## config.mk

```make
export PLATFORM = sky130hd
export DESIGN_NAME = ubx_frame_deframer_flat
export DESIGN_NICKNAME = d
export VERILOG_FILES = /design/src/rtl/core/ubx_pkg.sv /design/src/rtl/core/ubx_ifs.sv /design/src/rtl/core/ubx_frame_deframer.sv /design/src/flat_wrapper.sv
export SDC_FILE = /design/constraint.sdc
export NUM_CORES = 1
export LEC_CHECK = 0
export BUFFER_PORTS_ARGS = -buffer_cell sky130_fd_sc_hd__buf_2
export CORE_MARGIN = 2
export CORE_UTILIZATION = 57
export DETAILED_ROUTE_END_ITERATION = 7
export MAX_ROUTING_LAYER = met4
export PLACE_DENSITY_LB_ADDON = 0.08
export SLEW_MARGIN = 20
export SYNTH_ARGS = -nofsm -noshare
export SYNTH_HDL_FRONTEND = slang
export SYNTH_SLANG_ARGS = --single-unit
```

## constraint.sdc

```tcl
create_clock -name clk -period 3.79 [get_ports clk]
set_input_delay 0.379 -clock clk [delete_from_list [all_inputs] [get_ports clk]]
set_output_delay 0.379 -clock clk [all_outputs]
set_load 0.02 [all_outputs]
```

## src/rtl/core/ubx_pkg.sv

```systemverilog
// Package: codes, constants and types of the frame deframer.
package ubx_pkg;

  localparam logic [7:0] SYNC_FIRST  = 8'hB5;
  localparam logic [7:0] SYNC_SECOND = 8'h62;
  localparam int unsigned BYTE_W     = 8;
  localparam int unsigned LEN_W      = 16;
  localparam int unsigned CNT_W      = 32;
  localparam int unsigned LEFT_W     = LEN_W + 1;

  typedef enum logic [2:0] {
    PH_HUNT,
    PH_SYNC2,
    PH_CLASS,
    PH_ID,
    PH_LEN_LO,
    PH_LEN_HI,
    PH_BODY
  } phase_t;

  typedef enum logic [1:0] {
    ST_OK,
    ST_BAD_SUM,
    ST_INCOMPLETE
  } status_t;

  function automatic logic [CNT_W-1:0] sat_inc(input logic [CNT_W-1:0] v);
    sat_inc = (v == {CNT_W{1'b1}}) ? v : v + {{(CNT_W-1){1'b0}}, 1'b1};
  endfunction

endpackage

```

## src/rtl/core/ubx_ifs.sv

```systemverilog
// Interfaces: byte input channel and frame result channel.
interface ubx_in_if;
  logic                          valid;
  logic                          ready;
  logic [ubx_pkg::BYTE_W-1:0]    in_byte;
  logic                          stream_end;

  modport source (output valid, output in_byte, output stream_end, input ready);
  modport sink (input valid, input in_byte, input stream_end, output ready);
endinterface

interface ubx_out_if;
  logic                          valid;
  logic                          ready;
  logic [ubx_pkg::BYTE_W-1:0]    out_byte;
  logic                          in_frame;
  logic                          frame_end;
  logic [1:0]                    frame_status;
  logic [ubx_pkg::BYTE_W-1:0]    msg_class;
  logic [ubx_pkg::BYTE_W-1:0]    msg_id;
  logic [ubx_pkg::LEN_W-1:0]     payload_len;
  logic [ubx_pkg::CNT_W-1:0]     good_frames;
  logic [ubx_pkg::CNT_W-1:0]     bad_frames;

  modport source (output valid, output out_byte, output in_frame, output frame_end,
                  output frame_status, output msg_class, output msg_id,
                  output payload_len, output good_frames, output bad_frames,
                  input ready);
  modport sink (input valid, input out_byte, input in_frame, input frame_end,
                input frame_status, input msg_class, input msg_id,
                input payload_len, input good_frames, input bad_frames,
                output ready);
endinterface

```

## src/rtl/core/ubx_frame_deframer.sv

```systemverilog
// Top level: sync hunt, header capture and Fletcher check of a framed byte stream.
// Throughput: one byte per cycle while the output register is free or being taken;
// each accepted byte's result goes to the output register; the parse state and both
// running sums update in the cycle the byte is accepted; the register frees when taken.
// Reset (synchronous, rst_n low): hunt for the first sync byte, sums, header fields
// and both counters cleared, output register empty.
module ubx_frame_deframer (
  input logic      clk,
  input logic      rst_n,
  ubx_in_if.sink   in_ch,
  ubx_out_if.source out_ch
);
  import ubx_pkg::*;

  phase_t              phase_r, phase_nxt;
  logic [LEN_W-1:0]    len_r, len_nxt;
  logic [LEFT_W-1:0]   left_r, left_nxt;
  logic [BYTE_W-1:0]   sa_r, sa_nxt;
  logic [BYTE_W-1:0]   sb_r, sb_nxt;
  logic [BYTE_W-1:0]   chk_r, chk_nxt;
  logic [BYTE_W-1:0]   cls_r, cls_nxt;
  logic [BYTE_W-1:0]   id_r, id_nxt;
  logic [CNT_W-1:0]    good_r, good_nxt;
  logic [CNT_W-1:0]    bad_r, bad_nxt;

  logic                out_valid_r;
  logic [BYTE_W-1:0]   byte_r;
  logic                mark_r;
  logic                fend_r;
  status_t             status_r;

  logic [BYTE_W-1:0]   b;
  logic                accept;
  logic                mark, fend, synced;
  status_t             status;
  logic [BYTE_W-1:0]   fold_a, fold_b;

  assign b            = in_ch.in_byte;
  assign in_ch.ready  = !out_valid_r || out_ch.ready;
  assign accept       = in_ch.valid && in_ch.ready;
  assign fold_a       = sa_r + b;
  assign fold_b       = sb_r + fold_a;

  always_comb begin
    phase_nxt = phase_r;
    len_nxt   = len_r;
    left_nxt  = left_r;
    sa_nxt    = sa_r;
    sb_nxt    = sb_r;
    chk_nxt   = chk_r;
    cls_nxt   = cls_r;
    id_nxt    = id_r;
    good_nxt  = good_r;
    bad_nxt   = bad_r;
    mark      = 1'b0;
    fend      = 1'b0;
    synced    = 1'b0;
    status    = ST_OK;
    case (phase_r)
      PH_HUNT: begin
        if (b == SYNC_FIRST) begin
          mark      = 1'b1;
          phase_nxt = PH_SYNC2;
        end
      end
      PH_SYNC2: begin
        if (b == SYNC_SECOND) begin
          mark      = 1'b1;
          synced    = 1'b1;
          sa_nxt    = '0;
          sb_nxt    = '0;
          cls_nxt   = '0;
          id_nxt    = '0;
          len_nxt   = '0;
          phase_nxt = PH_CLASS;
        end else if (b == SYNC_FIRST) begin
          mark = 1'b1;
        end else begin
          phase_nxt = PH_HUNT;
        end
      end
      PH_CLASS: begin
        mark      = 1'b1;
        synced    = 1'b1;
        cls_nxt   = b;
        sa_nxt    = fold_a;
        sb_nxt    = fold_b;
        phase_nxt = PH_ID;
      end
      PH_ID: begin
        mark      = 1'b1;
        synced    = 1'b1;
        id_nxt    = b;
        sa_nxt    = fold_a;
        sb_nxt    = fold_b;
        phase_nxt = PH_LEN_LO;
      end
      PH_LEN_LO: begin
        mark      = 1'b1;
        synced    = 1'b1;
        len_nxt   = {{(LEN_W-BYTE_W){1'b0}}, b};
        sa_nxt    = fold_a;
        sb_nxt    = fold_b;
        phase_nxt = PH_LEN_HI;
      end
      PH_LEN_HI: begin
        mark      = 1'b1;
        synced    = 1'b1;
        len_nxt   = {b, len_r[BYTE_W-1:0]};
        sa_nxt    = fold_a;
        sb_nxt    = fold_b;
        left_nxt  = {1'b0, b, len_r[BYTE_W-1:0]} + LEFT_W'(2);
        phase_nxt = PH_BODY;
      end
      PH_BODY: begin
        mark   = 1'b1;
        synced = 1'b1;
        if (left_r > LEFT_W'(2)) begin
          sa_nxt   = fold_a;
          sb_nxt   = fold_b;
          left_nxt = left_r - LEFT_W'(1);
        end else if (left_r == LEFT_W'(2)) begin
          chk_nxt  = b;
          left_nxt = LEFT_W'(1);
        end else begin
          fend = 1'b1;
          if (chk_r == sa_r && b == sb_r) begin
            status   = ST_OK;
            good_nxt = sat_inc(good_r);
          end else begin
            status  = ST_BAD_SUM;
            bad_nxt = sat_inc(bad_r);
          end
          left_nxt  = '0;
          phase_nxt = PH_HUNT;
        end
      end
      default: begin
        phase_nxt = PH_HUNT;
      end
    endcase
    if (in_ch.stream_end) begin
      if (synced && !fend) begin
        fend    = 1'b1;
        status  = ST_INCOMPLETE;
        bad_nxt = sat_inc(bad_r);
      end
      phase_nxt = PH_HUNT;
      left_nxt  = '0;
    end
  end

  always_ff @(posedge clk) begin
    if (!rst_n) begin
      phase_r <= PH_HUNT;
      len_r   <= '0;
      left_r  <= '0;
      sa_r    <= '0;
      sb_r    <= '0;
      chk_r   <= '0;
      cls_r   <= '0;
      id_r    <= '0;
      good_r  <= '0;
      bad_r   <= '0;
    end else if (accept) begin
      phase_r <= phase_nxt;
      len_r   <= len_nxt;
      left_r  <= left_nxt;
      sa_r    <= sa_nxt;
      sb_r    <= sb_nxt;
      chk_r   <= chk_nxt;
      cls_r   <= cls_nxt;
      id_r    <= id_nxt;
      good_r  <= good_nxt;
      bad_r   <= bad_nxt;
    end
  end

  always_ff @(posedge clk) begin
    if (!rst_n) begin
      out_valid_r <= 1'b0;
    end else if (accept) begin
      out_valid_r <= 1'b1;
    end else if (out_ch.ready) begin
      out_valid_r <= 1'b0;
    end
  end

  always_ff @(posedge clk) begin
    if (accept) begin
      byte_r   <= b;
      mark_r   <= mark;
      fend_r   <= fend;
      status_r <= status;
    end
  end

  assign out_ch.valid        = out_valid_r;
  assign out_ch.out_byte     = byte_r;
  assign out_ch.in_frame     = mark_r;
  assign out_ch.frame_end    = fend_r;
  assign out_ch.frame_status = status_r;
  assign out_ch.msg_class    = cls_r;
  assign out_ch.msg_id       = id_r;
  assign out_ch.payload_len  = len_r;
  assign out_ch.good_frames  = good_r;
  assign out_ch.bad_frames   = bad_r;

endmodule

```

## src/flat_wrapper.sv

```systemverilog
// flat-port wrapper written by rule: the top's interface ports become plain ports
module ubx_frame_deframer_flat import ubx_pkg::*;
  (clk, rst_n, in_ch_valid, in_ch_in_byte, in_ch_stream_end, in_ch_ready, out_ch_valid, out_ch_out_byte, out_ch_in_frame, out_ch_frame_end, out_ch_frame_status, out_ch_msg_class, out_ch_msg_id, out_ch_payload_len, out_ch_good_frames, out_ch_bad_frames, out_ch_ready);
  ubx_in_if in_ch_i ();
  ubx_out_if out_ch_i ();
  input logic clk;
  input logic rst_n;
  input wire logic [$bits(in_ch_i.valid)-1:0] in_ch_valid;
  input wire logic [$bits(in_ch_i.in_byte)-1:0] in_ch_in_byte;
  input wire logic [$bits(in_ch_i.stream_end)-1:0] in_ch_stream_end;
  output wire logic [$bits(in_ch_i.ready)-1:0] in_ch_ready;
  output wire logic [$bits(out_ch_i.valid)-1:0] out_ch_valid;
  output wire logic [$bits(out_ch_i.out_byte)-1:0] out_ch_out_byte;
  output wire logic [$bits(out_ch_i.in_frame)-1:0] out_ch_in_frame;
  output wire logic [$bits(out_ch_i.frame_end)-1:0] out_ch_frame_end;
  output wire logic [$bits(out_ch_i.frame_status)-1:0] out_ch_frame_status;
  output wire logic [$bits(out_ch_i.msg_class)-1:0] out_ch_msg_class;
  output wire logic [$bits(out_ch_i.msg_id)-1:0] out_ch_msg_id;
  output wire logic [$bits(out_ch_i.payload_len)-1:0] out_ch_payload_len;
  output wire logic [$bits(out_ch_i.good_frames)-1:0] out_ch_good_frames;
  output wire logic [$bits(out_ch_i.bad_frames)-1:0] out_ch_bad_frames;
  input wire logic [$bits(out_ch_i.ready)-1:0] out_ch_ready;
  assign in_ch_i.valid = in_ch_valid;
  assign in_ch_i.in_byte = in_ch_in_byte;
  assign in_ch_i.stream_end = in_ch_stream_end;
  assign in_ch_ready = in_ch_i.ready;
  assign out_ch_valid = out_ch_i.valid;
  assign out_ch_out_byte = out_ch_i.out_byte;
  assign out_ch_in_frame = out_ch_i.in_frame;
  assign out_ch_frame_end = out_ch_i.frame_end;
  assign out_ch_frame_status = out_ch_i.frame_status;
  assign out_ch_msg_class = out_ch_i.msg_class;
  assign out_ch_msg_id = out_ch_i.msg_id;
  assign out_ch_payload_len = out_ch_i.payload_len;
  assign out_ch_good_frames = out_ch_i.good_frames;
  assign out_ch_bad_frames = out_ch_i.bad_frames;
  assign out_ch_i.ready = out_ch_ready;
  ubx_frame_deframer u_core (.clk(clk), .rst_n(rst_n), .in_ch(in_ch_i), .out_ch(out_ch_i));
endmodule
```

==> results of run 1 <==
==> report_power, final <==
| group | total, mW | switching (mW) | internal (mW) | leakage (nW) |
|---|---|---|---|---|
| registers | 1.65 | 0.00814 | 1.64 | 1.25 |
| clock network | 1.69 | 0.655 | 1.03 | 0.280 |
| logic | 0.196 | 0.136 | 0.0599 | 2.21 |
==> worst min-delay path by stage <==
stage,to,slack (ns)
3_3_place_gp,u_core.out_ch.payload_len[8],0.45
4_1_cts,u_core.out_ch.valid,0.22
6_report,u_core.out_ch.valid,0.23
5_1_grt,u_core.out_ch.valid,0.26
2_1_floorplan,u_core.left_r[15],0.45
3_5_place_dp,u_core.out_ch.payload_len[12],0.46
==> worst min-delay path: stages <==
cell and delay, ns:
buf_2 0.13, inv_1 0.05, a21oi_1 0.05
==> layer usage <==
layer	GRT usage	share of wire	vias up
met5	-	0	-
met4	0.0938	0.018	0
met3	0.0503	0.060	31
met2	0.428	0.46	243
met1	0.374	0.46	3528
li1	-	-	3732
==> layout by cell type (no fill, tap or decap), types with 3 or more instances in the layout <==
master | netlist | final
dfxtp_1 | 141 | 141
buf_2 | 5 | 122
nor2_1 | 113 | 113
nand2_1 | 87 | 87
a21oi_1 | 68 | 68
nand3_1 | 58 | 58
xnor2_1 | 45 | 45
o21ai_0 | 36 | 36
a22oi_1 | 30 | 30
nand4_1 | 28 | 28
inv_1 | 28 | 27
nand2b_1 | 24 | 24
xor2_1 | 24 | 24
nor3_1 | 22 | 22
ha_1 | 21 | 21
buf_4 | 0 | 20
mux2i_1 | 19 | 19
or3_1 | 18 | 18
clkbuf_16 | 0 | 18
nor4_1 | 17 | 17
or4_1 | 17 | 17
and2_1 | 15 | 15
o31ai_1 | 13 | 13
edfxtp_1 | 12 | 12
and4_1 | 10 | 10
and3_1 | 10 | 10
o211ai_1 | 5 | 5
a31oi_1 | 5 | 5
o21bai_1 | 4 | 4
o41ai_1 | 4 | 4
nand3b_1 | 3 | 3
clkinv_2 | 0 | 3
clkbuf_1 | 44 | 3
==> cell type report <==
type | instances | area share
multi-input cells | 742 | 0.486
flip-flops and latches | 153 | 0.335
repair buffers | 143 | 0.0822
clock buffers | 23 | 0.0515
well taps | 180 | 0.0237
inverters | 29 | 0.0116
clock inverters | 7 | 0.00989
==> per-stage QoR <==
stage | power, mW | cell area [µm²] | setup slack, ns | hold slack [ns] | util
after floorplan | 1.82 | 8120 | 0.822 | 0.449 | -
after CTS | 3.55 | 9490 | 0.670 | 0.219 | 0.684
after global routing | 3.65 | 9490 | 0.415 | 0.259 | 0.684
after detailed placement | 1.88 | 8910 | 0.514 | 0.456 | 0.642
after global placement | 1.88 | 8910 | 0.549 | 0.453 | 0.642
final | 3.53 | 9490 | 0.667 | 0.231 | 0.684
==> kinds of logic after synthesis <==
kind of cell    share of synthesized area
xor+xnor                           0.0744
buf+inv                            0.0405
flops                               0.392
fa+ha+maj                          0.0373
compound gates                      0.147
simple gates                        0.285
mux                                0.0248
==> registers in the layout, indices dropped and copies added, names as in the netlist, 8 cells and up <==
register / cells
u_core.sb_r: 8
u_core.out_ch.bad_frames: 32
u_core.sa_r: 8
u_core.out_ch.payload_len: 16
u_core.out_ch.good_frames: 32
u_core.chk_r: 8
u_core.left_r: 17
u_core.out_ch.out_byte: 8
u_core.out_ch.msg_id: 8
u_core.out_ch.msg_class: 8
==> results.json, run 1 <==
{
  "status": "finished clean",
  "drive_above_1_share": 0.170,
  "layout.cells.non_filler": 1277,
  "hp-start": "in_ch_valid",
  "numPortBuffers": 122,
  "critical_path.startpoint": "u_core.sa_r[0]",
  "peakVddDrop_mv": 0.293,
  "whs_path_depth": 3,
  "yosys_warnings": 0,
  "synth_top_area_cell": "dfxtp_1",
  "critPathTopFamily": "compound AO/OA/AOI/OAI gates",
  "drv_cap": 0,
  "grt_pass1_vias": 6710,
  "yosysMostFrequentCell": "dfxtp_1",
  "r2r-end": "u_core.sb_r[7]",
  "grt.total_usage": 0.279,
  "syn_nets": 1013,
  "rsz0062_at_grt": "false",
  "synth.cell_area_mm2": 0.00812,
  "ys_top_cells_by_area": "dfxtp_1 35%, nor2_1 5.2%, xnor2_1 4.9%",
  "tns_ns": 0,
  "ios": 123,
  "placed_cells": 1247,
  "diodes": 0,
  "clock-sinks": 153,
  "root_buffer": "clkbuf_16",
  "synth-main-ff-cell": "dfxtp_1",
  "worstPathMaxFanout": 5,
  "async_flop_share": 0,
  "dp_hpwl_um": 14100,
  "grt_pass1_wl_um": 32800,
  "ff2ff_setup_slack_ns": 0.67,
  "maxSlewHeadroom": 0.327,
  "cts_setup_buffers": 0,
  "cts_hold_buf": 0,
  "cts_made_buffers": 17,
  "globalplace.congestion": 0.889,
  "r2r-start": "u_core.sa_r[0]",
  "reg2reg_depth": 12,
  "timing.fmax_mhz": 320,
  "initial_core_util": 0.585,
  "multiInputGateArea_mm2": 0.00461,
  "cts_resized": 0,
  "fin_crit_ns": 3.12,
  "syn_inst": 977,
  "overflow": 0,
  "regArea_mm2": 0.00318,
  "synth.distinct_cells": 64,
  "cp.depth": 12,
  "die_h_um": 123,
  "worst_slew_pin_slew_ns": 1.00,
  "finClkSkew_ns": 0.0125,
  "crit_path_end_kind": "flip-flop",
  "period_share": 0.824,
  "grt_max_degree": 48,
  "avgRoutedWirePerCell_um": 16.0,
  "path_class": "reg2reg",
  "crit_buf_inv": 0,
  "viasPerCell": 5.90,
  "powerDensity_mw_per_mm2": 372,
  "htreeDepth": 4,
  "ys_seq_elements": 153,
  "crit_path_cell_trace": "ha_1 > fa_1 > a21o_1 > a21oi_1 > xnor2_1 > ha_1 > nand3_1 > o211ai_1 > o41ai_1 > xnor2_1 > mux2_2 > a21oi_1",
  "nNetsFinal": 1122,
  "row_count": 43,
  "vias": 7534,
  "post-route-drc-count": 0,
  "drt_iter0_markers": 546,
  "endpoint": "u_core.sb_r[7]",
  "synth_edf_count": 12,
  "clkTransAtPathRegs_ns": 0.06,
  "totalWireLength_um": 20400,
  "arrival_ns": 3.48,
  "synth_top_area_share": 0.348,
  "slew_viol_final": 0,
  "clock_path_buffers": 2,
  "critPathLaunchType": "flip-flop",
  "cts_tree": "yes",
  "ys_seq_area_frac": 0.392,
  "fillers": 1201,
  "ant_nets": 0,
  "synth_common_cells": "141 x dfxtp_1, 113 x nor2_1, 87 x nand2_1",
  "syn_area_per_cell_um2": 8.31,
  "cp.required_ns": 4.15,
  "crit_path_top_delay_cell": "fa_1",
  "clkLatencyLatePin_ns": 0.43,
  "areaGrowthSynthToFinish_pct": 16.9,
  "die_w_um": 123,
  "first_pass_iters": 5,
  "hp-class": "in2reg",
  "cpPeakStageDelay_ns": 0.42,
  "fp.coreArea_mm2": 0.0139,
  "hold_viol_final": 0,
  "die_area_mm2": 0.0152,
  "leakagePower_nw": 3.74,
  "finalSetupViolCount": 0,
  "antenna_found_initial": 0
}
Power figures use the tool's default switching activity.
==> run 2: changes to the inputs <==
Clock period 3.79 ns to 3.3 ns, I/O delays scaled along.
==> run 2 against run 1 <==
- combinational power increased by 19%
- design area increased by 0.94%
- sequential cell count unchanged
- die area unchanged
- first-iteration DRC count increased by 6.8%
- largest cell class unchanged
- setup slack got worse by 0.45 ns
==> results.json, run 2 (synthesis gave the netlist of run 1 again) <==
{
  "status": "finished clean",
  "numPortBuffers": 122,
  "hp-class": "in2reg",
  "use_met1": 0.375,
  "cts_made_buffers": 17,
  "row_count": 43,
  "grt.total_usage": 0.282,
  "tns_ns": 0,
  "worstPathMaxFanout": 5,
  "first_pass_iters": 5,
  "clock-sinks": 153,
  "drive_above_1_share": 0.179,
  "hold_viol_final": 0,
  "die_w_um": 123,
  "final_common_cell": "dfxtp_1",
  "totalWireLength_um": 20700,
  "cts_setup_buffers": 0,
  "r2r-start": "u_core.sa_r[0]",
  "fp.coreArea_mm2": 0.0139,
  "leakagePower_nw": 3.79,
  "clock_path_buffers": 2,
  "overflow": 0,
  "timing.fmax_mhz": 324,
  "period_share": 0.934,
  "clkTransAtPathRegs_ns": 0.06,
  "crit_buf_inv": 0,
  "maxSlewHeadroom": 0.521,
  "ff2ff_setup_slack_ns": 0.22,
  "worst_slew_pin_slew_ns": 0.716,
  "initial_core_util": 0.585,
  "fin_area_mm2": 0.00958,
  "fin_crit_ns": 3.08,
  "drt_iter0_markers": 583,
  "hp-start": "in_ch_valid",
  "avgRoutedWirePerCell_um": 16.1,
  "areaGrowthSynthToFinish_pct": 18.0,
  "ios": 123,
  "grt_pass1_vias": 6622,
  "grt.met2_usage": 0.438,
  "multiInputGateArea_mm2": 0.00462,
  "arrival_ns": 3.45,
  "dp_hpwl_um": 14300,
  "cpPeakStageDelay_ns": 0.41,
  "clkLatencyLatePin_ns": 0.43,
  "grt_pass1_wl_um": 33000,
  "peakVddDrop_mv": 0.327,
  "post-route-drc-count": 0,
  "top_usage_layer": "met2",
  "nNetsFinal": 1132,
  "finClkSkew_ns": 0.0112,
  "cts_hold_buf": 0,
  "antenna_found_initial": 0,
  "fillers": 1201,
  "htreeDepth": 4,
  "post-route-util": 0.690,
  "drv_cap": 0,
  "ant_nets": 0,
  "viasPerCell": 5.88,
  "die_area_mm2": 0.0152,
  "root_buffer": "clkbuf_16",
  "slew_viol_final": 0,
  "vias": 7576,
  "grt_max_degree": 59,
  "diodes": 0,
  "finalSetupViolCount": 0,
  "cts_tree": "yes",
  "critPathLaunchType": "flip-flop",
  "crit_path_end_kind": "flip-flop",
  "die_h_um": 123,
  "crit_path_cell_trace": "ha_1 > fa_1 > a21o_1 > a21oi_1 > xnor2_1 > ha_1 > nand3_1 > o211ai_1 > o41ai_2 > xnor2_1 > mux2_2 > a21oi_1",
  "critPathTopFamily": "adder cells",
  "dpl-instance-area_mm2": 0.00898,
  "crit_path_top_delay_cell": "fa_1",
  "globalplace.congestion": 0.881,
  "regArea_mm2": 0.00318,
  "powerDensity_mw_per_mm2": 427,
  "met3_usage": 0.0489,
  "rsz0062_at_grt": "false",
  "critical_path.startpoint": "u_core.sa_r[0]",
  "path_class": "reg2reg",
  "final_cell_mix": "141 x dfxtp_1, 122 x buf_2, 113 x nor2_1",
  "cp.required_ns": 3.67
}
## run 2: cell types whose count changed in the layout (fill, tap and decap cells not counted), sizes merged
cell,before,now
clkinvlp,2,3
bufinv,2,3
clkinv,5,7
clkbuf,23,21
buf,143,153
## run 2: final timing paths
kind	endpoint	cells after the start
hold reg to reg	u_core.out_ch.payload_len[13]	2
hold / removal	u_core.out_ch.valid	3
setup / recovery	u_core.sb_r[7]	12
setup reg to reg	u_core.sb_r[7]	12
## run 2: timing repair
| item | 4_1_cts | 5_1_grt |
|---|---|---|
| setup endpoints to repair | 0 | 1 |
| resized for setup | 0 | 1 |
| endpoints found under the hold margin | 0 | 0 |
## run 2: layout make-up
| class | instances | share of cell area |
|---|---|---|
| inverter | 29 | 0.0115 |
| clock buffer | 21 | 0.0460 |
| timing repair buffer | 153 | 0.0893 |
| sequential | 153 | 0.332 |
| tap | 180 | 0.0235 |
| multi-input combinational | 742 | 0.482 |
| clock inverter | 11 | 0.0155 |
## run 2: power breakdown
group	internal [mW]	switching (mW)
Sequential	1.88	0.00702
Clock	1.19	0.779
Combinational	0.0741	0.160
Total	3.15	0.946
## run 2: routing by layer
layer,vias up,share of wire
li1,3764,-
met1,3570,0.47
met2,214,0.47
met3,28,0.049
met4,0,0.016
met5,-,0
## run 2: stage by stage
stage	setup WS (ns)	hold WS, ns	power (mW)	cells
after detailed placement	0.0311	0.459	2.16	1257
after floorplan	0.381	0.429	2.09	977
after global routing	0.0351	0.188	4.22	1289
final	0.217	0.181	4.09	1289
after global placement	0.115	0.454	2.16	1257
after CTS	0.129	0.169	4.12	1289
## run 2: worst min-delay path, stage by stage
cell,delay [ns]
buf_2,0.13
inv_1,0.06
a21oi_1,0.05
==> run 3: changes to the inputs <==
Settings changed: ABC_AREA from default to 1, GPL_ROUTABILITY_DRIVEN from default to 0.
==> run 3 against run 2 <==
- maximum frequency rose by 11%
- synthesized area rose by 15%
- cell count rose by 29%
- critical path depth rose by 4
- global-route usage rose by 1.4 points
- clock power fell by 5%
- synthesized cell count rose by 36%
- count of clock-buffer cells in the layout rose by 2
- sequential power rose by 4%
- critical path type unchanged
- critical endpoint unchanged
==> results.json, run 3 <==
{
  "pre_cts_ws_ns": 0.437,
  "synth-main-ff-cell": "dfxtp_1",
  "numPortBuffers": 122,
  "period_share": 0.838,
  "cp.required_ns": 3.67,
  "ant_nets": 0,
  "crit_buf_inv": 1,
  "path_common_cell": "nand3_1",
  "clock_path_buffers": 2,
  "die_area_mm2": 0.0174,
  "critPathTopFamily": "adder cells",
  "synth_top_area_share": 0.303,
  "areaGrowthSynthToFinish_pct": 13.1,
  "ys_seq_elements": 153,
  "drive_above_1_share": 0.170,
  "dp_hpwl_um": 17700,
  "drt-met1-wl_um": 11300,
  "hold_viol_final": 0,
  "syn_nets": 1363,
  "yosys_warnings": 0,
  "placed_cells": 1629,
  "synth_edf_count": 12,
  "grt_pass1_wl_um": 41300,
  "synth_top_area_cell": "dfxtp_1",
  "critPathLaunchType": "flip-flop",
  "viasPerCell": 5.54,
  "htreeDepth": 4,
  "cts_made_buffers": 17,
  "ff2ff_setup_slack_ns": 0.53,
  "antenna_found_initial": 0,
  "syn_inst": 1327,
  "die_w_um": 132,
  "route.met2.wl_um": 11700,
  "crit_path_top_delay_cell": "fa_1",
  "fp.coreArea_mm2": 0.0159,
  "setup_ws_ns": 0.533,
  "worstPathMaxFanout": 4,
  "path_class": "reg2reg",
  "nNetsFinal": 1468,
  "async_flop_share": 0,
  "cts_hold_buf": 0,
  "finalSetupViolCount": 0,
  "worst_slew_pin_slew_ns": 0.762,
  "die_h_um": 132,
  "arrival_ns": 3.13,
  "clock-sinks": 153,
  "leakagePower_nw": 4.49,
  "peakVddDrop_mv": 0.392,
  "first_pass_iters": 5,
  "clkTransAtPathRegs_ns": 0.06,
  "totalWireLength_um": 25100,
  "clkLatencyLatePin_ns": 0.44,
  "hp-class": "in2reg",
  "grt_max_degree": 83,
  "syn_area_per_cell_um2": 7.02,
  "slew_viol_final": 0,
  "overflow": 0,
  "ys_top_cells_by_area": "dfxtp_1 30%, nand2_1 14%, a21oi_1 6.7%",
  "tns_ns": 0,
  "ys_seq_area_frac": 0.342,
  "finClkSkew_ns": 0.0148,
  "fin_crit_ns": 2.77,
  "regArea_mm2": 0.00318,
  "grt.total_usage": 0.296,
  "drt_iter0_markers": 713,
  "powerDensity_mw_per_mm2": 429,
  "root_buffer": "clkbuf_16",
  "cpPeakStageDelay_ns": 0.41,
  "synth.cell_area_mm2": 0.00931,
  "timing.fmax_mhz": 361,
  "ios": 123,
  "avgRoutedWirePerCell_um": 15.1,
  "multiInputGateArea_mm2": 0.00523,
  "drv_cap": 0,
  "row_count": 46,
  "synth_common_cells": "350 x nand2_1, 141 x dfxtp_1, 125 x a21oi_1",
  "crit_path_end_kind": "flip-flop",
  "final_common_cell": "nand2_1",
  "cts_setup_buffers": 0,
  "diodes": 0,
  "vias": 9205,
  "met3WireLength_um": 1690,
  "initial_core_util": 0.584,
  "fillers": 1487,
  "post-route-drc-count": 0,
  "cts_resized": 0,
  "layout.cells.non_filler": 1661,
  "grt_pass1_vias": 8432,
  "yosysMostFrequentCell": "nand2_1",
  "synth.distinct_cells": 54,
  "rsz0062_at_grt": "false",
  "maxSlewHeadroom": 0.492,
  "dr.max_layer_used": "met4",
  "cts_tree": "yes",
  "crit_path_cell_trace": "ha_1 > fa_1 > nand3_1 > nand3_1 > nand2_1 > nand2_1 > a21oi_1 > xnor2_1 > ha_1 > a21oi_1 > o21ai_0 > a31oi_1 > inv_1 > nand3_1 > nand3_1 > a21oi_1",
  "final_cell_mix": "350 x nand2_1, 141 x dfxtp_1, 125 x a21oi_1",
  "post-route-util": 0.661,
  "status": "finished clean"
}
run 3: power breakdown:
group,switching (mW),internal (mW),leakage (nW)
clock network,0.777,1.11,0.260
registers,0.0488,1.92,1.26
logic,0.459,0.208,2.97
total,1.28,3.23,4.49
run 3: layout make-up:
cell class	count	area share
Multi-Input combinational cell	974	0.497
Sequential cell	153	0.302
Timing Repair Buffer	134	0.0677
Inverter	152	0.0557
Clock buffer	23	0.0425
Tap cell	216	0.0257
Clock inverter	9	0.00962
run 3: per-stage QoR:
step | power (mW) | cell area, µm² | hold WS [ns]
2_1_floorplan | 2.52 | 9310 | 0.429
3_3_place_gp | 2.65 | 9980 | 0.448
3_5_place_dp | 2.66 | 9980 | 0.455
4_1_cts | 4.53 | 10500 | 0.194
5_1_grt | 4.70 | 10500 | 0.225
6_report | 4.52 | 10500 | 0.194
run 3: per-layer routing:
layer,up-vias,global-route usage
met3,49,0.0604
met1,4233,0.383
met4,0,0.0870
met5,-,-
li1,4608,-
met2,315,0.470
run 3: final timing paths:
path | start | end | cells after the start
hold / removal | out_ch_ready | u_core.out_ch.valid | 4
setup / recovery | u_core.sa_r[0] | u_core.sb_r[7] | 16
setup reg to reg | u_core.sa_r[0] | u_core.sb_r[7] | 16
hold reg to reg | u_core.out_ch.payload_len[9] | u_core.out_ch.payload_len[9] | 2
run 3: worst register-to-register path: cells and delay by family (launching register included):
kind                     cells  cell delay (ns)
AO/OA/AOI/OAI                5             0.72
buffers and inverters        1             0.07
flip-flops                   1             0.33
XOR/XNOR                     1             0.17
adder cells (fa/ha/maj)      3             0.92
AND/OR/NAND/NOR              6             0.49
run 3: logic make-up after synthesis:
group	after synthesis	share of synthesized area
buffers and inverters	200	0.0966
xor gates and xnor gates	60	0.0564
and+or+nand+nor	693	0.351
AOI/OAI and AO/OA	198	0.121
DFF	153	0.342
adders and majority gates	23	0.0325
